--- config.mk ---
export PLATFORM = sky130hd
export DESIGN_NAME = rlp_stream_decoder_flat
export DESIGN_NICKNAME = d
export VERILOG_FILES = /design/src/rlp_pkg.sv /design/src/rlp_in_if.sv /design/src/rlp_out_if.sv /design/src/rlp_stream_decoder.sv /design/src/rlp_cell.sv /design/src/rlp_stack.sv /design/src/flat_wrapper.sv
export VERILOG_INCLUDE_DIRS = /design/src /design/src/src
export SDC_FILE = /design/constraint.sdc
export NUM_CORES = 1
export LEC_CHECK = 0
export ABC_AREA = 1
export BUFFER_PORTS_ARGS = -buffer_cell sky130_fd_sc_hd__buf_2
export CORE_MARGIN = 1.5
export CORE_UTILIZATION = 42
export DETAILED_ROUTE_END_ITERATION = 12
export PLACE_DENSITY = 0.67
export REMOVE_ABC_BUFFERS = 1
export SETUP_SLACK_MARGIN = 0.5
export SYNTH_ARGS = -nofsm -noshare
export SYNTH_HDL_FRONTEND = slang
export SYNTH_SLANG_ARGS = --single-unit
--- constraint.sdc ---
create_clock -name i_clk -period 14.79 [get_ports i_clk]
set_input_delay 2.958 -clock i_clk [delete_from_list [all_inputs] [get_ports i_clk]]
set_output_delay 2.958 -clock i_clk [all_outputs]
set_load 0.005 [all_outputs]
--- src/rlp_stream_decoder_macros.svh ---
// ----------------------------------------------------------------------------
// RLP decoder assertion macros
// Shared property shorthands for the decoder checks.
// ----------------------------------------------------------------------------
`ifndef RLP_STREAM_DECODER_MACROS_SVH
`define RLP_STREAM_DECODER_MACROS_SVH

// Same-cycle implication, checked outside reset.
`define RLP_ASSERT_NOW(lbl, ante, cons, msg) \
    lbl: assert property (@(posedge i_clk) disable iff (!i_rst_n) (ante) |-> (cons)) \
        else $error(msg);

// Next-cycle implication, checked outside reset.
`define RLP_ASSERT_NEXT(lbl, ante, cons, msg) \
    lbl: assert property (@(posedge i_clk) disable iff (!i_rst_n) (ante) |=> (cons)) \
        else $error(msg);

`endif

--- src/rlp_pkg.sv ---
// ----------------------------------------------------------------------------
// RLP decoder package
// Widths, token and error codes, and the stack control type.
// ----------------------------------------------------------------------------
package rlp_pkg;

    // Deepest list nesting that the stack holds.
    localparam int MAX_DEPTH = 16;
    localparam int LVL_W     = $clog2(MAX_DEPTH + 1);
    localparam int POS_W     = 26;
    localparam int LEN_W     = 24;
    localparam int DEPTH_W   = 5;

    // Prefix byte boundaries.
    localparam logic [7:0] C_SHORT_STR  = 8'h80;
    localparam logic [7:0] C_LONG_STR   = 8'hB8;
    localparam logic [7:0] C_SHORT_LIST = 8'hC0;
    localparam logic [7:0] C_LONG_LIST  = 8'hF8;
    localparam logic [7:0] C_STR_BASE   = 8'hB7;
    localparam logic [7:0] C_LIST_BASE  = 8'hF7;
    localparam logic [LEN_W-1:0] C_ACC_LIMIT = 24'd65535;

    typedef enum logic [2:0] {
        K_HDR   = 3'd0,
        K_DATA  = 3'd1,
        K_OPEN  = 3'd2,
        K_CLOSE = 3'd3,
        K_DONE  = 3'd4,
        K_ERR   = 3'd5
    } t_kind;

    typedef enum logic [2:0] {
        E_NONE     = 3'd0,
        E_TRUNC    = 3'd1,
        E_TOO_BIG  = 3'd2,
        E_OVERRUN  = 3'd3,
        E_TOO_DEEP = 3'd4,
        E_EMPTY    = 3'd5
    } t_err;

    // Push or pop request to the row of stack cells.
    typedef struct packed {
        logic             push;
        logic             pop;
        logic [POS_W-1:0] din;
    } t_stk_ctl;

endpackage

--- src/rlp_in_if.sv ---
// ----------------------------------------------------------------------------
// RLP input channel
// Valid/ready channel carrying one encoded byte per item.
// ----------------------------------------------------------------------------
interface rlp_in_if;
    logic       valid;
    logic       ready;
    logic [7:0] data_byte;
    logic       last_byte;

    modport source (output valid, data_byte, last_byte, input ready);
    modport sink (input valid, data_byte, last_byte, output ready);
endinterface

--- src/rlp_out_if.sv ---
// ----------------------------------------------------------------------------
// RLP output channel
// Valid/ready channel carrying one decoded token per item.
// ----------------------------------------------------------------------------
interface rlp_out_if;
    logic        valid;
    logic        ready;
    logic [2:0]  kind;
    logic [23:0] value;
    logic [4:0]  depth;
    logic [2:0]  error_code;
    logic        last_result;

    modport source (output valid, kind, value, depth, error_code, last_result,
                    input ready);
    modport sink (input valid, kind, value, depth, error_code, last_result,
                  output ready);
endinterface

--- src/rlp_stream_decoder.sv ---
// ----------------------------------------------------------------------------
// RLP stream decoder
// Parses one top-level RLP item from a byte stream into a token stream.
// ----------------------------------------------------------------------------
//  channel  | direction | payload
//  i_in     | in        | data_byte, last_byte
//  o_out    | out       | kind, value, depth, error_code, last_result
//
// One byte is taken in S_IN, then evaluated in S_EVAL and as needed S_DATA1,
// S_LCHK, S_BEGIN and S_CLOSE, one S_CLOSE pass per list that closes on it,
// then S_LAST and S_FLUSH; the sequencer emits at most one token per cycle and
// is held by a stalled output. List closes walk the stack cell row, one pop per
// cycle through cell zero while not stalled. Each token is held in a pending
// register so the final token of a byte can be flagged; reset is synchronous, active low.
// ----------------------------------------------------------------------------
module rlp_stream_decoder (
    input  logic            i_clk,
    input  logic            i_rst_n,
    rlp_in_if.sink          i_in,
    rlp_out_if.source       o_out
);
    import rlp_pkg::*;
    `include "rlp_stream_decoder_macros.svh"

    typedef enum logic [3:0] {
        S_IN, S_EVAL, S_DATA1, S_LCHK, S_BEGIN, S_CLOSE, S_LAST, S_FLUSH
    } t_state;

    typedef enum logic [1:0] {
        PH_PREFIX = 2'd0,
        PH_LEN    = 2'd1,
        PH_DATA   = 2'd2,
        PH_IDLE   = 2'd3
    } t_phase;

    typedef struct packed {
        t_kind              kind;
        logic [LEN_W-1:0]   value;
        logic [DEPTH_W-1:0] depth;
        t_err               err;
    } t_tok;

    t_state r_state, n_state;
    t_phase r_phase, n_phase;
    logic [7:0]       r_b, n_b;
    logic             r_last, n_last;
    logic [POS_W-1:0] r_pos, n_pos;
    logic [LVL_W-1:0] r_level, n_level;
    logic [3:0]       r_lbl, n_lbl;
    logic [LEN_W-1:0] r_accum, n_accum;
    logic [LEN_W-1:0] r_strl, n_strl;
    logic [LEN_W-1:0] r_len, n_len;
    logic             r_is_list, n_is_list;
    logic             r_fin, n_fin;
    logic             r_err, n_err;
    t_tok             r_pend, n_pend;
    logic             r_pv, n_pv;
    t_tok             r_otok, n_otok;
    logic             r_olast, n_olast;
    logic             r_ov, n_ov;

    t_stk_ctl         w_stk;
    logic [POS_W-1:0] w_top;
    logic             w_go;
    logic             w_emit;
    t_tok             w_tok;
    logic [7:0]       w_plen;
    logic             w_long;
    logic [LEN_W-1:0] w_cmp_len;
    logic             w_over;
    logic [LEN_W-1:0] w_new_acc;
    logic [3:0]       w_lbl_dec;

    rlp_stack u_stack (
        .i_clk (i_clk),
        .i_ctl (w_stk),
        .o_top (w_top)
    );

    // Prefix decode and the one overrun comparator.
    always_comb begin
        w_long = (r_b >= C_LONG_STR && r_b < C_SHORT_LIST) || (r_b >= C_LONG_LIST);
        if (r_b < C_LONG_STR) begin
            w_plen = r_b - C_SHORT_STR;
        end else if (r_b < C_SHORT_LIST) begin
            w_plen = r_b - C_STR_BASE;
        end else if (r_b < C_LONG_LIST) begin
            w_plen = r_b - C_SHORT_LIST;
        end else begin
            w_plen = r_b - C_LIST_BASE;
        end
        w_cmp_len = (r_state == S_LCHK) ? r_len : LEN_W'(w_plen);
        w_over = (r_level != '0) &&
                 (({1'b0, r_pos} + (POS_W+1)'(w_cmp_len)) > {1'b0, w_top});
        w_new_acc = {r_accum[LEN_W-9:0], r_b};
        w_lbl_dec = (r_lbl != 4'd0) ? r_lbl - 4'd1 : 4'd0;
    end

    // Next-state logic of the sequencer.
    always_comb begin
        n_state = r_state;   n_phase = r_phase;   n_b = r_b;     n_last = r_last;
        n_pos = r_pos;       n_level = r_level;   n_lbl = r_lbl; n_accum = r_accum;
        n_strl = r_strl;     n_len = r_len;       n_is_list = r_is_list;
        n_fin = r_fin;       n_err = r_err;       n_pend = r_pend; n_pv = r_pv;
        n_otok = r_otok;     n_olast = r_olast;
        w_emit = 1'b0;
        w_tok = '{kind: K_HDR, value: '0, depth: DEPTH_W'(r_level), err: E_NONE};
        w_stk = '{push: 1'b0, pop: 1'b0, din: r_pos + POS_W'(r_len)};
        w_go = !r_ov || o_out.ready;
        n_ov = (r_ov && !o_out.ready);

        case (r_state)
            S_IN: begin
                if (i_in.valid) begin
                    n_b = i_in.data_byte;
                    n_last = i_in.last_byte;
                    if (r_phase != PH_IDLE) begin
                        n_pos = r_pos + POS_W'(1);
                    end
                    n_state = S_EVAL;
                end
            end
            S_EVAL: begin
                if (w_go) begin
                    case (r_phase)
                        PH_PREFIX: begin
                            if (r_b < C_SHORT_STR) begin
                                w_emit = 1'b1;
                                w_tok.value = LEN_W'(1);
                                n_state = S_DATA1;
                            end else if (w_over) begin
                                w_emit = 1'b1;
                                w_tok.kind = K_ERR;
                                w_tok.err = E_OVERRUN;
                                n_err = 1'b1;
                                n_phase = PH_IDLE;
                                n_state = S_LAST;
                            end else if (w_long) begin
                                n_is_list = (r_b >= C_LONG_LIST);
                                n_lbl = w_plen[3:0];
                                n_accum = '0;
                                n_phase = PH_LEN;
                                n_state = S_LAST;
                            end else begin
                                n_len = LEN_W'(w_plen);
                                n_is_list = (r_b >= C_SHORT_LIST);
                                n_state = S_BEGIN;
                            end
                        end
                        PH_LEN: begin
                            if (r_accum > C_ACC_LIMIT) begin
                                w_emit = 1'b1;
                                w_tok.kind = K_ERR;
                                w_tok.err = E_TOO_BIG;
                                n_err = 1'b1;
                                n_phase = PH_IDLE;
                                n_state = S_LAST;
                            end else begin
                                n_accum = w_new_acc;
                                n_lbl = w_lbl_dec;
                                if (w_lbl_dec == 4'd0) begin
                                    n_len = w_new_acc;
                                    n_state = S_LCHK;
                                end else begin
                                    n_state = S_LAST;
                                end
                            end
                        end
                        PH_DATA: begin
                            w_emit = 1'b1;
                            w_tok.kind = K_DATA;
                            w_tok.value = LEN_W'(r_b);
                            n_strl = (r_strl != '0) ? r_strl - LEN_W'(1) : '0;
                            n_state = (n_strl == '0) ? S_CLOSE : S_LAST;
                        end
                        default: begin
                            n_state = S_LAST;
                        end
                    endcase
                end
            end
            S_DATA1: begin
                if (w_go) begin
                    w_emit = 1'b1;
                    w_tok.kind = K_DATA;
                    w_tok.value = LEN_W'(r_b);
                    n_state = S_CLOSE;
                end
            end
            S_LCHK: begin
                if (w_go) begin
                    if (w_over) begin
                        w_emit = 1'b1;
                        w_tok.kind = K_ERR;
                        w_tok.err = E_OVERRUN;
                        n_err = 1'b1;
                        n_phase = PH_IDLE;
                        n_state = S_LAST;
                    end else begin
                        n_state = S_BEGIN;
                    end
                end
            end
            S_BEGIN: begin
                if (w_go) begin
                    w_emit = 1'b1;
                    if (r_is_list && r_level >= LVL_W'(MAX_DEPTH)) begin
                        w_tok.kind = K_ERR;
                        w_tok.err = E_TOO_DEEP;
                        n_err = 1'b1;
                        n_phase = PH_IDLE;
                        n_state = S_LAST;
                    end else if (r_is_list) begin
                        w_tok.kind = K_OPEN;
                        w_tok.value = r_len;
                        w_stk.push = 1'b1;
                        n_level = r_level + LVL_W'(1);
                        n_phase = PH_PREFIX;
                        n_state = (r_len == '0) ? S_CLOSE : S_LAST;
                    end else begin
                        w_tok.value = r_len;
                        n_strl = r_len;
                        n_phase = PH_DATA;
                        n_state = (r_len == '0) ? S_CLOSE : S_LAST;
                    end
                end
            end
            S_CLOSE: begin
                if (w_go) begin
                    if (r_level != '0 && w_top == r_pos) begin
                        w_emit = 1'b1;
                        w_tok.kind = K_CLOSE;
                        w_tok.depth = DEPTH_W'(r_level - LVL_W'(1));
                        w_stk.pop = 1'b1;
                        n_level = r_level - LVL_W'(1);
                    end else if (r_level == '0) begin
                        w_emit = 1'b1;
                        w_tok.kind = K_DONE;
                        w_tok.depth = '0;
                        n_fin = 1'b1;
                        n_phase = PH_IDLE;
                        n_state = S_LAST;
                    end else begin
                        n_phase = PH_PREFIX;
                        n_state = S_LAST;
                    end
                end
            end
            S_LAST: begin
                if (w_go) begin
                    if (r_last) begin
                        if (!r_fin && !r_err) begin
                            w_emit = 1'b1;
                            w_tok.kind = K_ERR;
                            w_tok.err = E_TRUNC;
                        end
                        // A final byte starts the next buffer afresh.
                        n_level = '0;    n_phase = PH_PREFIX; n_lbl = '0;
                        n_accum = '0;    n_strl = '0;         n_pos = '0;
                        n_is_list = 1'b0; n_fin = 1'b0;       n_err = 1'b0;
                    end
                    n_state = S_FLUSH;
                end
            end
            S_FLUSH: begin
                if (w_go) begin
                    if (r_pv) begin
                        n_otok = r_pend;
                        n_olast = 1'b1;
                        n_ov = 1'b1;
                        n_pv = 1'b0;
                    end
                    n_state = S_IN;
                end
            end
            default: begin
                n_state = S_IN;
            end
        endcase

        // A new token pushes the held one out, not yet marked as last.
        if (w_emit) begin
            if (r_pv) begin
                n_otok = r_pend;
                n_olast = 1'b0;
                n_ov = 1'b1;
            end
            n_pend = w_tok;
            n_pv = 1'b1;
        end
    end

    // State and output registers.
    always_ff @(posedge i_clk) begin
        if (!i_rst_n) begin
            r_state <= S_IN;   r_phase <= PH_PREFIX; r_pos <= '0;   r_level <= '0;
            r_lbl <= '0;       r_accum <= '0;        r_strl <= '0;  r_is_list <= 1'b0;
            r_fin <= 1'b0;     r_err <= 1'b0;        r_pv <= 1'b0;  r_ov <= 1'b0;
        end else begin
            r_state <= n_state; r_phase <= n_phase;  r_pos <= n_pos; r_level <= n_level;
            r_lbl <= n_lbl;     r_accum <= n_accum;  r_strl <= n_strl;
            r_is_list <= n_is_list;
            r_fin <= n_fin;     r_err <= n_err;      r_pv <= n_pv;  r_ov <= n_ov;
        end
        r_b <= n_b;
        r_last <= n_last;
        r_len <= n_len;
        r_pend <= n_pend;
        r_otok <= n_otok;
        r_olast <= n_olast;
    end

    assign i_in.ready        = (r_state == S_IN);
    assign o_out.valid       = r_ov;
    assign o_out.kind        = r_otok.kind;
    assign o_out.value       = r_otok.value;
    assign o_out.depth       = r_otok.depth;
    assign o_out.error_code  = r_otok.err;
    assign o_out.last_result = r_olast;

    // Checks on the stack bookkeeping and the token stream.
    `RLP_ASSERT_NOW(a_push_room, w_stk.push, r_level < LVL_W'(MAX_DEPTH), "push at full depth")
    `RLP_ASSERT_NOW(a_pop_level, w_stk.pop, r_level != '0, "pop of an empty stack")
    `RLP_ASSERT_NOW(a_err_code, o_out.valid, (o_out.kind == K_ERR) == (o_out.error_code != E_NONE), "error code mismatch")
    `RLP_ASSERT_NEXT(a_no_stale, i_in.valid && i_in.ready, !r_pv, "token held across items")
endmodule

--- src/rlp_cell.sv ---
// ----------------------------------------------------------------------------
// RLP stack cell
// One entry of the list end stack; shifts with its neighbors on push and pop.
// ----------------------------------------------------------------------------
module rlp_cell (
    input  logic                  i_clk,
    input  rlp_pkg::t_stk_ctl     i_ctl,
    input  logic [rlp_pkg::POS_W-1:0] i_from_up,
    input  logic [rlp_pkg::POS_W-1:0] i_from_down,
    output logic [rlp_pkg::POS_W-1:0] o_entry
);
    import rlp_pkg::*;

    logic [POS_W-1:0] r_entry;

    // A push takes the entry above, a pop takes the entry below.
    always_ff @(posedge i_clk) begin
        if (i_ctl.push) begin
            r_entry <= i_from_up;
        end else if (i_ctl.pop) begin
            r_entry <= i_from_down;
        end
    end

    assign o_entry = r_entry;
endmodule

--- src/rlp_stack.sv ---
// ----------------------------------------------------------------------------
// RLP list end stack
// A row of cells; cell zero is the top of stack.
// ----------------------------------------------------------------------------
module rlp_stack (
    input  logic                      i_clk,
    input  rlp_pkg::t_stk_ctl         i_ctl,
    output logic [rlp_pkg::POS_W-1:0] o_top
);
    import rlp_pkg::*;

    logic [POS_W-1:0] w_entry [MAX_DEPTH];
    logic [POS_W-1:0] w_up    [MAX_DEPTH];
    logic [POS_W-1:0] w_down  [MAX_DEPTH];

    // Wire each cell to its neighbors; the ends take the new value or zero.
    for (genvar g = 0; g < MAX_DEPTH; g++) begin : g_cell
        if (g == 0) begin : g_head
            assign w_up[g] = i_ctl.din;
        end else begin : g_body
            assign w_up[g] = w_entry[g-1];
        end
        if (g == MAX_DEPTH - 1) begin : g_tail
            assign w_down[g] = '0;
        end else begin : g_mid
            assign w_down[g] = w_entry[g+1];
        end
        rlp_cell u_cell (
            .i_clk       (i_clk),
            .i_ctl       (i_ctl),
            .i_from_up   (w_up[g]),
            .i_from_down (w_down[g]),
            .o_entry     (w_entry[g])
        );
    end

    assign o_top = w_entry[0];
endmodule
--- src/flat_wrapper.sv ---
// flat-port wrapper written by rule: the top's interface ports become plain ports
module rlp_stream_decoder_flat import rlp_pkg::*;
  (i_clk, i_rst_n, i_in_valid, i_in_data_byte, i_in_last_byte, i_in_ready, o_out_valid, o_out_kind, o_out_value, o_out_depth, o_out_error_code, o_out_last_result, o_out_ready);
  rlp_in_if i_in_i ();
  rlp_out_if o_out_i ();
  input  logic i_clk;
  input  logic i_rst_n;
  input wire logic [$bits(i_in_i.valid)-1:0] i_in_valid;
  input wire logic [$bits(i_in_i.data_byte)-1:0] i_in_data_byte;
  input wire logic [$bits(i_in_i.last_byte)-1:0] i_in_last_byte;
  output wire logic [$bits(i_in_i.ready)-1:0] i_in_ready;
  output wire logic [$bits(o_out_i.valid)-1:0] o_out_valid;
  output wire logic [$bits(o_out_i.kind)-1:0] o_out_kind;
  output wire logic [$bits(o_out_i.value)-1:0] o_out_value;
  output wire logic [$bits(o_out_i.depth)-1:0] o_out_depth;
  output wire logic [$bits(o_out_i.error_code)-1:0] o_out_error_code;
  output wire logic [$bits(o_out_i.last_result)-1:0] o_out_last_result;
  input wire logic [$bits(o_out_i.ready)-1:0] o_out_ready;
  assign i_in_i.valid = i_in_valid;
  assign i_in_i.data_byte = i_in_data_byte;
  assign i_in_i.last_byte = i_in_last_byte;
  assign i_in_ready = i_in_i.ready;
  assign o_out_valid = o_out_i.valid;
  assign o_out_kind = o_out_i.kind;
  assign o_out_value = o_out_i.value;
  assign o_out_depth = o_out_i.depth;
  assign o_out_error_code = o_out_i.error_code;
  assign o_out_last_result = o_out_i.last_result;
  assign o_out_i.ready = o_out_ready;
  rlp_stream_decoder u_core (.i_clk(i_clk), .i_rst_n(i_rst_n), .i_in(i_in_i), .o_out(o_out_i));
endmodule
==> results of run 1 <==
-- state kept, by name (all words and copies together) (netlist names), named ones only --
signal	count
u_core.r_accum	24
u_core.r_err	1
u_core.r_last	1
u_core.o_out.valid	1
u_core.r_phase	2
u_core.r_b	8
u_core.r_level	5
u_core.r_lbl	4
u_core.r_pv	1
u_core.r_pos	26
u_core.r_len	24
u_core.r_is_list	1
u_core.r_pend	35
u_core.r_fin	1
u_core.r_state	3
u_core.r_strl	24
u_core.u_stack.g_cell.u_cell.o_entry	416
-- worst paths after layout --
check        slack, ns  depth (start not counted)           endpoint
max reg2reg       7.71                         33           register
min reg2reg       0.45                          2  u_core.r_accum[6]
max               7.71                         33           register
min               0.45                          2  u_core.r_accum[6]
-- cell usage in the layout, fill, tap and decap left out, drive strengths merged, types with 35 or more instances in the layout --
cell type | netlist | final
edfxtp | 520 | 520
ha | 84 | 84
a21oi | 169 | 169
nor2 | 230 | 230
nand4 | 38 | 38
nand2 | 1336 | 1336
o21ai | 201 | 201
dfxtp | 93 | 93
buf | 23 | 71
xnor2 | 41 | 41
clkbuf | 127 | 89
nand3 | 103 | 103
inv | 238 | 242
mux2i | 35 | 35
-- where the power goes --
part	switching, mW	total, mW	internal (mW)
logic	0.772	1.16	0.385
registers	0.179	2.32	2.14
clock network	0.682	1.68	1.00
-- stage by stage --
step	area, sq um	hold WS, ns	instances
floorplan	30300	0.429	3303
global placement	32000	0.441	4333
detailed placement	32000	0.444	4333
CTS	34100	0.452	4452
global route	34100	0.473	4452
finish	34100	0.453	4452
-- worst max-delay path, delay by kind of cell, from the launching register on --
kind / cells / cell delay [ns]
adders and majority gates: 3 / 0.75
DFF: 1 / 0.51
and+or+nand+nor: 15 / 1.96
xor gates and xnor gates: 1 / 0.15
AOI/OAI and AO/OA: 8 / 2.11
buffers and inverters: 6 / 1.26
-- routing by layer --
layer,part of all wire,track usage,routed length [um]
met5,0,0,0
met1,0.47,0.274,33500
met4,0.031,0.0690,2190
met2,0.44,0.293,31600
met3,0.059,0.0286,4190
-- kinds of logic after synthesis --
kind of cell    count (synthesis)
compound gates                475
xor+xnor                       73
fa+ha+maj                      86
buf+inv                       392
flops                         613
mux                            35
simple gates                 1779
-- area by class of cell --
| class | instances | area, sq um | share of cell area |
|---|---|---|---|
| flip-flops and latches | 613 | 17500 | 0.512 |
| clock buffers | 89 | 1840 | 0.0540 |
| inverters | 242 | 917 | 0.0269 |
| clock inverters | 30 | 334 | 0.00978 |
| multi-input cells | 2448 | 12000 | 0.350 |
| well taps | 959 | 1200 | 0.0351 |
| repair buffers | 71 | 420 | 0.0123 |
==> key figures, run 1 <==
CTS
  • H-tree Lvls: 3
  • Source-to-sink clock delay at the later pin of the worst-skew pair: a little over 0.6 ns
  • Clock-pin slew on the worst setup and hold paths: 0.05 ns
  • Master cell of the clock root buffer: clkbuf_16
  • Number of buffers on the longest clock path: 3
  • Total clock buffers created by CTS: 69
  • Post-CTS Setup Bufs: 0
  • Resize count post-CTS: 0
  • Clock Sinks: 613
  • Clock tree from TritonCTS: yes
  • Number of buffers added to fix hold violations after cts: 0

Timing
  • Final clock period utilization by the worst path: 0.479
  • Final hold violation count: 0
  • Setup tns final: 0 ns
  • Final critical-path required period: around 7.1 ns
  • Final number of setup-violating endpoints: 0
  • Max-slew headroom at the worst pin: 0.149
  • Clock skew: about 0.028 ns
  • Slew at the pin closest to its max-slew limit: 1.28 ns
  • FMAX: 141 MHz
  • Final setup margin: about 7.7 ns
  • Unrepaired setup endpoints after global routing: no
  • Slew Limit Fails: 0

Power
  • Peak VDD IR: 0.152 mV
  • Final Power: a little over 5 mW
  • Leakage power figure: approximately 14 nW
  • Power per unit of standard cell area: 151 mW/mm^2

Worst setup path
  • Critical Path Start Type: register
  • Sort of element at the end of the critical path: register
  • Worst endpoint data arrival time: 7.38 ns
  • Maximum fanout along the worst path: 39
  • CP Launch Point: u_core.r_b[6]
  • Worst path most repeated cell: nand2_1
  • Slowest cell on the critical path: nor4_1
  • Worst EP required: 15.09 ns
  • Class of the most critical setup path: reg2reg
  • Beginning of the worst register-to-register path: u_core.r_b[6]
  • Maximum single-stage delay on the critical path: 0.54 ns

Yosys
  • Top post-synthesis cells by count: nand2_1 (1329), edfxtp_1 (520), inv_1 (230)
  • Top cell type by total area after synthesis: edfxtp_1
  • Most numerous cell in the Yosys netlist: nand2_1
  • Number of enable-type register cells in the synthesized netlist: between 500 and 600
  • Number of warnings issued by yosys: 0
  • Share of synthesized area spent on multiplexers: 0.0113
  • Unique cell type count in the Yosys netlist: 61
  • Xor-xnor portion of the synthesized cell area: 0.0207
  • Cells taking the most area after synthesis: edfxtp_1 (51%), nand2_1 (16%), dfxtp_1 (6.0%)
  • Primary flip-flop cell chosen by synthesis mapping: edfxtp_1
  • Flip-flop and latch count after synthesis: about 610
  • Top-area cell type share of the netlist area: 0.505
  • Share of the synthesized area in compound gates (AO/OA/AOI/OAI): 0.0858
  • Synth Instances: 3453
  • Syn_area_per_cell: 8.95 sq um
  • Portion of the post-synthesis area used by sequential elements: 0.565
  • Post-Syn Area: slightly above 0.03 sq mm
  • Fraction of registers with async set/reset: 0
  • Synthesized-area fraction occupied by and/or/nand/nor cells: 0.233
  • Largest family of logic cells by synthesized area: simple AND/OR/NAND/NOR gates
  • Adder-Cell Fraction of Synth Area: 0.0353

Routing
  • Number of nets with antenna violations after detailed routing: 0
  • Vias: 23323
  • DR pass1 iterations: 5
  • Total wirelength of the detailed-routed design: just over 70 mm
  • Remaining DRCs: 0
  • Post-DR wirelength/cell: 16.1 um
  • DR vias/cell: 5.24
  • Initial detailed-routing violation count: approximately 2100

Final layout
  • Area growth, synth to finish: 10.5%
  • Ratio of cells with drive above 1 in the final layout: 0.0667
  • Count of fill cells added during filler insertion: between 6000 and 7000
  • Core utilization of the finished layout: 0.468
  • Ant diodes: 0
  • Net count, final: 3544

Placement
  • Post-detail-place hpwl: 47.6 mm
  • Post-Place Worst Slack: 7.10 ns
  • Weighted congestion reported at the end of routability-driven placement: 0.964
  • Port Buffer Count: 50

Hold path
  • Path type of the worst min-delay path: reg2reg
  • Startpoint of the lowest-slack hold path: u_core.r_accum[6]

GRT
  • Wire length of the first global-routing pass: roughly 120 mm
  • Pin count of the biggest net entering global routing: 205
  • Total gr overflow: 0
  • Initial antenna violation count: 0
  • Aggregate global-route resource usage: 0.191
  • Number of global-route vias before repair: approximately 22000

Job
  • Max-cap check violation count: 0

Outcome
  • Result of the run: completed

Floorplan
  • Die outline area: between 0.07 and 0.08 sq mm
  • Row cnt: 99
  • Effective utilization at floorplan: 0.424
  • I/O pin cnt: 51
  • Vertical die dimension: 274 um
  • Core ar.: 0.0730 sq mm
  • Die Wd: around 270 um
(Power assumes the default switching activity.)
==> run 2, diff against run 1 <==
--- a/config.mk
+++ b/config.mk
@@ -11,7 +11,7 @@
 export CORE_MARGIN = 1.5
 export CORE_UTILIZATION = 42
 export DETAILED_ROUTE_END_ITERATION = 12
-export PLACE_DENSITY = 0.67
+export PLACE_DENSITY = 0.65
 export REMOVE_ABC_BUFFERS = 1
 export SETUP_SLACK_MARGIN = 0.5
 export SYNTH_ARGS = -nofsm -noshare
==> constraint.sdc (replaced) <==
create_clock -name i_clk -period 6.99 [get_ports i_clk]
set_input_delay 1.398 -clock i_clk [delete_from_list [all_inputs] [get_ports i_clk]]
set_output_delay 1.398 -clock i_clk [all_outputs]
set_load 0.005 [all_outputs]
==> run 2 against run 1 <==
Against the previous run: final cell count rose by 0.38%; worst hold slack improved by 0.0011 ns; total power rose by 110%; worst setup slack got worse by 6.7 ns; combinational power rose by 120%; clock power rose by 120%; sequential power rose by 110%; clock-buffer cell count fell by 7; global-route usage rose by 0.20 points; core utilization rose by 0.46 points; largest power group unchanged; highest routed layer unchanged.
==> key figures, run 2 (same netlist as run 1, synthesis figures left out) <==
Outcome
  • Result of the run: completed

CTS
  • Master cell of the clock root buffer: clkbuf_16
  • H-tree Lvls: 3
  • Clock Sinks: 613
  • Number of buffers added to fix hold violations after cts: 0
  • Number of buffers on the longest clock path: 3
  • Total clock buffers created by CTS: 69
  • Source-to-sink clock delay at the later pin of the worst-skew pair: 0.63 ns
  • Clock-pin slew on the worst setup and hold paths: 0.06 ns
  • Clock tree from TritonCTS: yes

Timing
  • Final number of setup-violating endpoints: 0
  • Max-slew headroom at the worst pin: 0.184
  • Final clock period utilization by the worst path: 0.863
  • Clock skew: between 0.03 and 0.04 ns
  • Slew Limit Fails: 0
  • Unrepaired setup endpoints after global routing: no
  • FMAX: 166 MHz
  • Slew at the pin closest to its max-slew limit: ~1.2 ns
  • Setup tns final: 0 ns
  • Final hold violation count: 0
  • Final critical-path required period: 6.03 ns

GRT
  • Aggregate global-route resource usage: 0.193
  • Initial antenna violation count: 0
  • Pin count of the biggest net entering global routing: 252
  • Total gr overflow: 0
  • Number of global-route vias before repair: 21921
  • Wire length of the first global-routing pass: 117 mm

Job
  • Max-cap check violation count: 0

Routing
  • DR pass1 iterations: 6
  • DR vias/cell: 5.23
  • Total wirelength of the detailed-routed design: slightly above 70 mm
  • Post-DR wirelength/cell: 16.2 um
  • Remaining DRCs: 0
  • Initial detailed-routing violation count: 2146
  • Vias: 23382
  • Number of nets with antenna violations after detailed routing: 0

Final layout
  • Ratio of cells with drive above 1 in the final layout: 0.0726
  • Net count, final: 3557
  • Most frequent standard cell in the layout excluding fill and tap cells: nand2_1
  • Ant diodes: 0
  • Number of flip-flops in the largest register: 416
  • Leading cell types in the layout, fill and taps excluded: nand2_1 (1327), edfxtp_1 (520), inv_1 (229)
  • Post-route cell area: 0.0345 sq mm
  • Area growth, synth to finish: 11.6%

Worst setup path
  • Beginning of the worst register-to-register path: u_core.r_b[6]
  • Worst endpoint data arrival time: ~6.4 ns
  • Class of the most critical setup path: reg2reg
  • CP Launch Point: u_core.r_b[6]
  • Worst path most repeated cell: nand2_1
  • Maximum single-stage delay on the critical path: 0.49 ns
  • Critical Path Start Type: register
  • Worst EP required: between 7 and 8 ns
  • Setup slack on the worst flop-to-flop path: 0.96 ns
  • Depth of the worst register-to-register path: 35
  • Sort of element at the end of the critical path: register
  • Maximum fanout along the worst path: 37
  • Slowest cell on the critical path: edfxtp_1

Placement
  • Port Buffer Count: 50
  • Placed Instance Area: 0.0321 sq mm
  • Post-detail-place hpwl: ~49 mm
  • Weighted congestion reported at the end of routability-driven placement: 0.926

Hold path
  • Path type of the worst min-delay path: reg2reg

Power
  • Leakage power figure: 14.2 nW
  • Sw Pwr: 3.55 mW
  • Power per unit of standard cell area: 320 mW/mm^2
  • Peak VDD IR: around 0.26 mV
  • Design internal power: 7.48 mW
  • Sequential share of power: 0.444
  • Relative contribution of the clock network to total power: 0.328
  • Comb pwr share: 0.229
  • Net Sw Frac: 0.322
  • Final Power: 11.0 mW

Floorplan
  • I/O pin cnt: slightly above 50
  • Row cnt: 99
  • Core ar.: 0.0730 sq mm
  • Die Wd: 274 um
  • Vertical die dimension: roughly 270 um
  • Effective utilization at floorplan: 0.424
  • Die outline area: 0.0752 sq mm
[run 2: area by class of cell]
type | instances | area (sq um)
repair buffers | 84 | 634
multi-input cells | 2448 | 12000
well taps | 959 | 1200
clock buffers | 82 | 1800
clock inverters | 41 | 479
flip-flops and latches | 613 | 17500
fillers | 6974 | 38500
inverters | 242 | 921
[run 2: how the worst min path moves through the flow]
stage	slack, ns	startpoint	endpoint	cells past startpoint
final	0.45	u_core.r_accum[6]	u_core.r_accum[6]	2
after global placement	0.44	u_core.r_accum[6]	u_core.r_accum[6]	2
after CTS	0.46	u_core.r_accum[6]	u_core.r_accum[6]	2
after detailed placement	0.45	u_core.r_accum[6]	u_core.r_accum[6]	2
after global routing	0.48	u_core.r_accum[6]	u_core.r_accum[6]	2
after floorplan	0.43	u_core.r_accum[0]	u_core.r_accum[0]	2
[run 2: power groups by stage]
stage          sequential, mW  combinational [mW]  clock (mW)
2_1_floorplan            4.86                1.73           0
3_3_place_gp             4.96                2.41           0
3_5_place_dp             4.96                2.43           0
4_1_cts                  4.89                2.46        3.71
5_1_grt                  4.94                2.84        3.85
6_report                 4.89                2.52        3.62
[run 2: metrics by stage]
stage | utilization | cells | hold WS (ns) | setup slack [ns]
final | 0.473 | 4469 | 0.454 | 0.959
after global routing | 0.473 | 4469 | 0.482 | 0.515
after CTS | 0.472 | 4466 | 0.455 | 0.500
after detailed placement | 0.440 | 4342 | 0.448 | 0.475
after global placement | 0.440 | 4342 | 0.442 | 0.552
after floorplan | - | 3303 | 0.429 | -21.89
[run 2: worst max-delay path: cells and delay by family (launching register included)]
kind,cells,cell delay (ns)
AOI/OAI and AO/OA,8,1.65
xor gates and xnor gates,2,0.31
adders and majority gates,3,0.81
buffers and inverters,4,0.58
DFF,1,0.49
and+or+nand+nor,18,1.89
[run 2: what timing repair did]
action | CTS | global route
hold endpoints to repair | 0 | 0
buffers inserted | 1 | 3
cloned | 0 | 0
endpoints found under the setup margin | 22 | 160
gates resized for setup | 1 | 15
[run 2: routing by layer]
metal | vias to the layer above | track usage | part of all wire
met3 | 114 | 0.0343 | 0.050
met4 | 0 | 0.0558 | 0.024
met1 | 11139 | 0.275 | 0.47
li1 | 11579 | - | -
met5 | - | 0 | 0
met2 | 550 | 0.300 | 0.45
==> run 3, diff against run 2 <==
--- a/config.mk
+++ b/config.mk
@@ -10,8 +10,9 @@
 export BUFFER_PORTS_ARGS = -buffer_cell sky130_fd_sc_hd__buf_2
 export CORE_MARGIN = 1.5
 export CORE_UTILIZATION = 42
+export CTS_CLUSTER_DIAMETER = 30
 export DETAILED_ROUTE_END_ITERATION = 12
-export PLACE_DENSITY = 0.65
+export PLACE_DENSITY = 0.64
 export REMOVE_ABC_BUFFERS = 1
 export SETUP_SLACK_MARGIN = 0.5
 export SYNTH_ARGS = -nofsm -noshare
==> constraint.sdc (replaced) <==
create_clock -name i_clk -period 5 [get_ports i_clk]
set_input_delay 1 -clock i_clk [delete_from_list [all_inputs] [get_ports i_clk]]
set_output_delay 1 -clock i_clk [all_outputs]
set_load 0.005 [all_outputs]
==> run 3 against run 2 <==
Against the previous run: the run now ends with setup timing left; critical path type unchanged; combinational power rose by 110%; via count grew 5.9%; worst hold slack improved by 0.0077 ns; total power up 91%.
==> key figures, run 3 (same netlist as run 1, synthesis figures left out) <==
Final layout
  • Area growth, synth to finish: 27.5%
  • Area of combinational cells with multiple inputs: about 0.012 sq mm
  • Most frequent standard cell in the layout excluding fill and tap cells: nand2_1
  • Combined flip-flop and latch cell area: 0.0175 sq mm
  • Leading cell types in the layout, fill and taps excluded: nand2_1 (1311), edfxtp_1 (520), inv_1 (222)
  • Net count, final: 3825
  • Number of flip-flops in the largest register: 416
  • Ant diodes: 0
  • Core utilization of the finished layout: 0.540
  • Final non-filler cell total: 4798
  • Ratio of cells with drive above 1 in the final layout: 0.172
  • Count of fill cells added during filler insertion: 6434

CTS
  • Total clock buffers created by CTS: 137
  • Number of buffers on the longest clock path: 3
  • Source-to-sink clock delay at the later pin of the worst-skew pair: 0.73 ns
  • H-tree Lvls: 4
  • Number of buffers added to fix hold violations after cts: 0
  • Clock tree from TritonCTS: yes
  • Clock-pin slew on the worst setup and hold paths: approximately 0.040 ns
  • Master cell of the clock root buffer: clkbuf_16
  • Clock Sinks: 613

Timing
  • Slew at the pin closest to its max-slew limit: 1.19 ns
  • Unrepaired setup endpoints after global routing: yes
  • Final clock period utilization by the worst path: 1.04
  • FMAX: just under 200 MHz
  • Slew Limit Fails: 0
  • Final hold violation count: 0
  • Final number of setup-violating endpoints: 166
  • Clock skew: 0.0327 ns
  • Final setup margin: -0.200 ns
  • Final critical-path required period: 5.20 ns
  • Setup tns final: -16.87 ns
  • Max-slew headroom at the worst pin: 0.207

Worst setup path
  • Maximum single-stage delay on the critical path: 0.42 ns
  • Kind of cell with the highest combined delay on the critical path: simple AND/OR/NAND/NOR gates
  • Critical Path Start Type: register
  • Total buffers and inverters traversed by the critical path: 9
  • Worst endpoint data arrival time: 5.63 ns
  • Sort of element at the end of the critical path: register
  • Worst path most repeated cell: nand3_2
  • Worst EP required: 5.43 ns
  • Slowest cell on the critical path: fa_2
  • Class of the most critical setup path: reg2reg
  • Maximum fanout along the worst path: 5

Routing
  • DRT met1 WL: around 36 mm
  • Number of nets with antenna violations after detailed routing: 0
  • Top layer in use: met4
  • Vias: 24766
  • Remaining DRCs: 0
  • Initial detailed-routing violation count: around 2200
  • DR pass1 iterations: 5
  • Met2 wire length: 37.4 mm
  • Total wirelength of the detailed-routed design: 79.8 mm
  • WL met3: between 4 and 5 mm
  • Post-DR wirelength/cell: 16.6 um
  • DR vias/cell: 5.16

Outcome
  • Result of the run: finished, violations left
  • Violations in the final reports: setup timing

Power
  • Final Power: 21.1 mW
  • Power per unit of standard cell area: between 500 and 600 mW/mm^2
  • Leakage power figure: roughly 17 nW
  • Peak VDD IR: 0.610 mV
  • Sequential share of power: 0.322
  • Relative contribution of the clock network to total power: 0.427
  • Sw Pwr: 6.49 mW
  • Comb pwr share: 0.250
  • Design internal power: about 15 mW
  • Net Sw Frac: 0.308

GRT
  • Initial antenna violation count: 0
  • Number of global-route vias before repair: 24120
  • Wire length of the first global-routing pass: 127 mm
  • Aggregate global-route resource usage: 0.212
  • Pin count of the biggest net entering global routing: about 250
  • Total gr overflow: 0

Placement
  • Post-detail-place hpwl: 50.9 mm
  • Port Buffer Count: 50
  • Weighted congestion reported at the end of routability-driven placement: 0.936
  • Number of cells in the design after placement: 4482

Floorplan
  • Die outline area: ~0.075 sq mm
  • Vertical die dimension: 274 um
  • Die Wd: about 270 um
  • Effective utilization at floorplan: 0.424
  • I/O pin cnt: 51
  • Row cnt: 99
  • Core ar.: roughly 0.073 sq mm

Job
  • Max-cap check violation count: 0

Hold path
  • Path type of the worst min-delay path: in2reg
==> run 3: stage by stage <==
step | setup WS (ns) | hold WS, ns | cell area, sq um
6_report | -0.200 | 0.462 | 39400
5_1_grt | -0.497 | 0.435 | 39400
4_1_cts | -0.0439 | 0.422 | 38900
3_5_place_dp | -0.656 | 0.450 | 33200
3_3_place_gp | -0.540 | 0.444 | 33200
2_1_floorplan | -23.48 | 0.429 | 30300
==> run 3: worst reg2reg max path, delay by kind of cell, from the launching register on <==
family	cells	cell delay (ns)
flops	1	0.41
fa+ha+maj	4	1.07
xor+xnor	2	0.30
simple gates	17	1.58
compound gates	3	0.36
buf+inv	9	1.18
==> run 3: worst paths after layout <==
check	start	end	slack (ns)	cells past startpoint
min reg2reg	u_core.r_accum[4]	u_core.r_accum[4]	0.47	2
max	u_core.r_b[6]	register	-0.20	35
max reg2reg	u_core.r_b[6]	register	-0.20	35
min	i_in_last_byte	u_core.r_last	0.46	1
==> run 3: repair_timing <==
action	in CTS	in global routing
setup buffers	33	13
gates cloned	11	7
pin swaps	33	33
setup endpoints to repair	170	170
hold endpoints to repair	0	0
gates resized for setup	111	62
==> run 3: power groups by stage <==
| stage | clock network (mW) | logic (mW) | registers (mW) |
|---|---|---|---|
| 5_1_grt | 9.41 | 5.72 | 6.85 |
| 4_1_cts | 9.15 | 4.78 | 6.77 |
| 2_1_floorplan | 0 | 2.42 | 6.79 |
| 6_report | 9.01 | 5.28 | 6.79 |
| 3_5_place_dp | 0 | 3.88 | 6.85 |
| 3_3_place_gp | 0 | 3.84 | 6.85 |
==> run 3: cell type report <==
type,count,area share
Clock inverter,100,0.0305
Timing Repair inverter,1,0.000222
Clock buffer,152,0.0892
Inverter,242,0.0238
Tap cell,959,0.0305
Multi-Input combinational cell,2448,0.316
Timing Repair Buffer,283,0.0663
Sequential cell,613,0.444
==> run 3: layer usage <==
| metal | vias to the layer above | global-route usage |
|---|---|---|
| li1 | 12197 | - |
| met1 | 11725 | 0.282 |
| met2 | 660 | 0.334 |
| met3 | 184 | 0.0403 |
| met4 | 0 | 0.0963 |
| met5 | - | 0 |
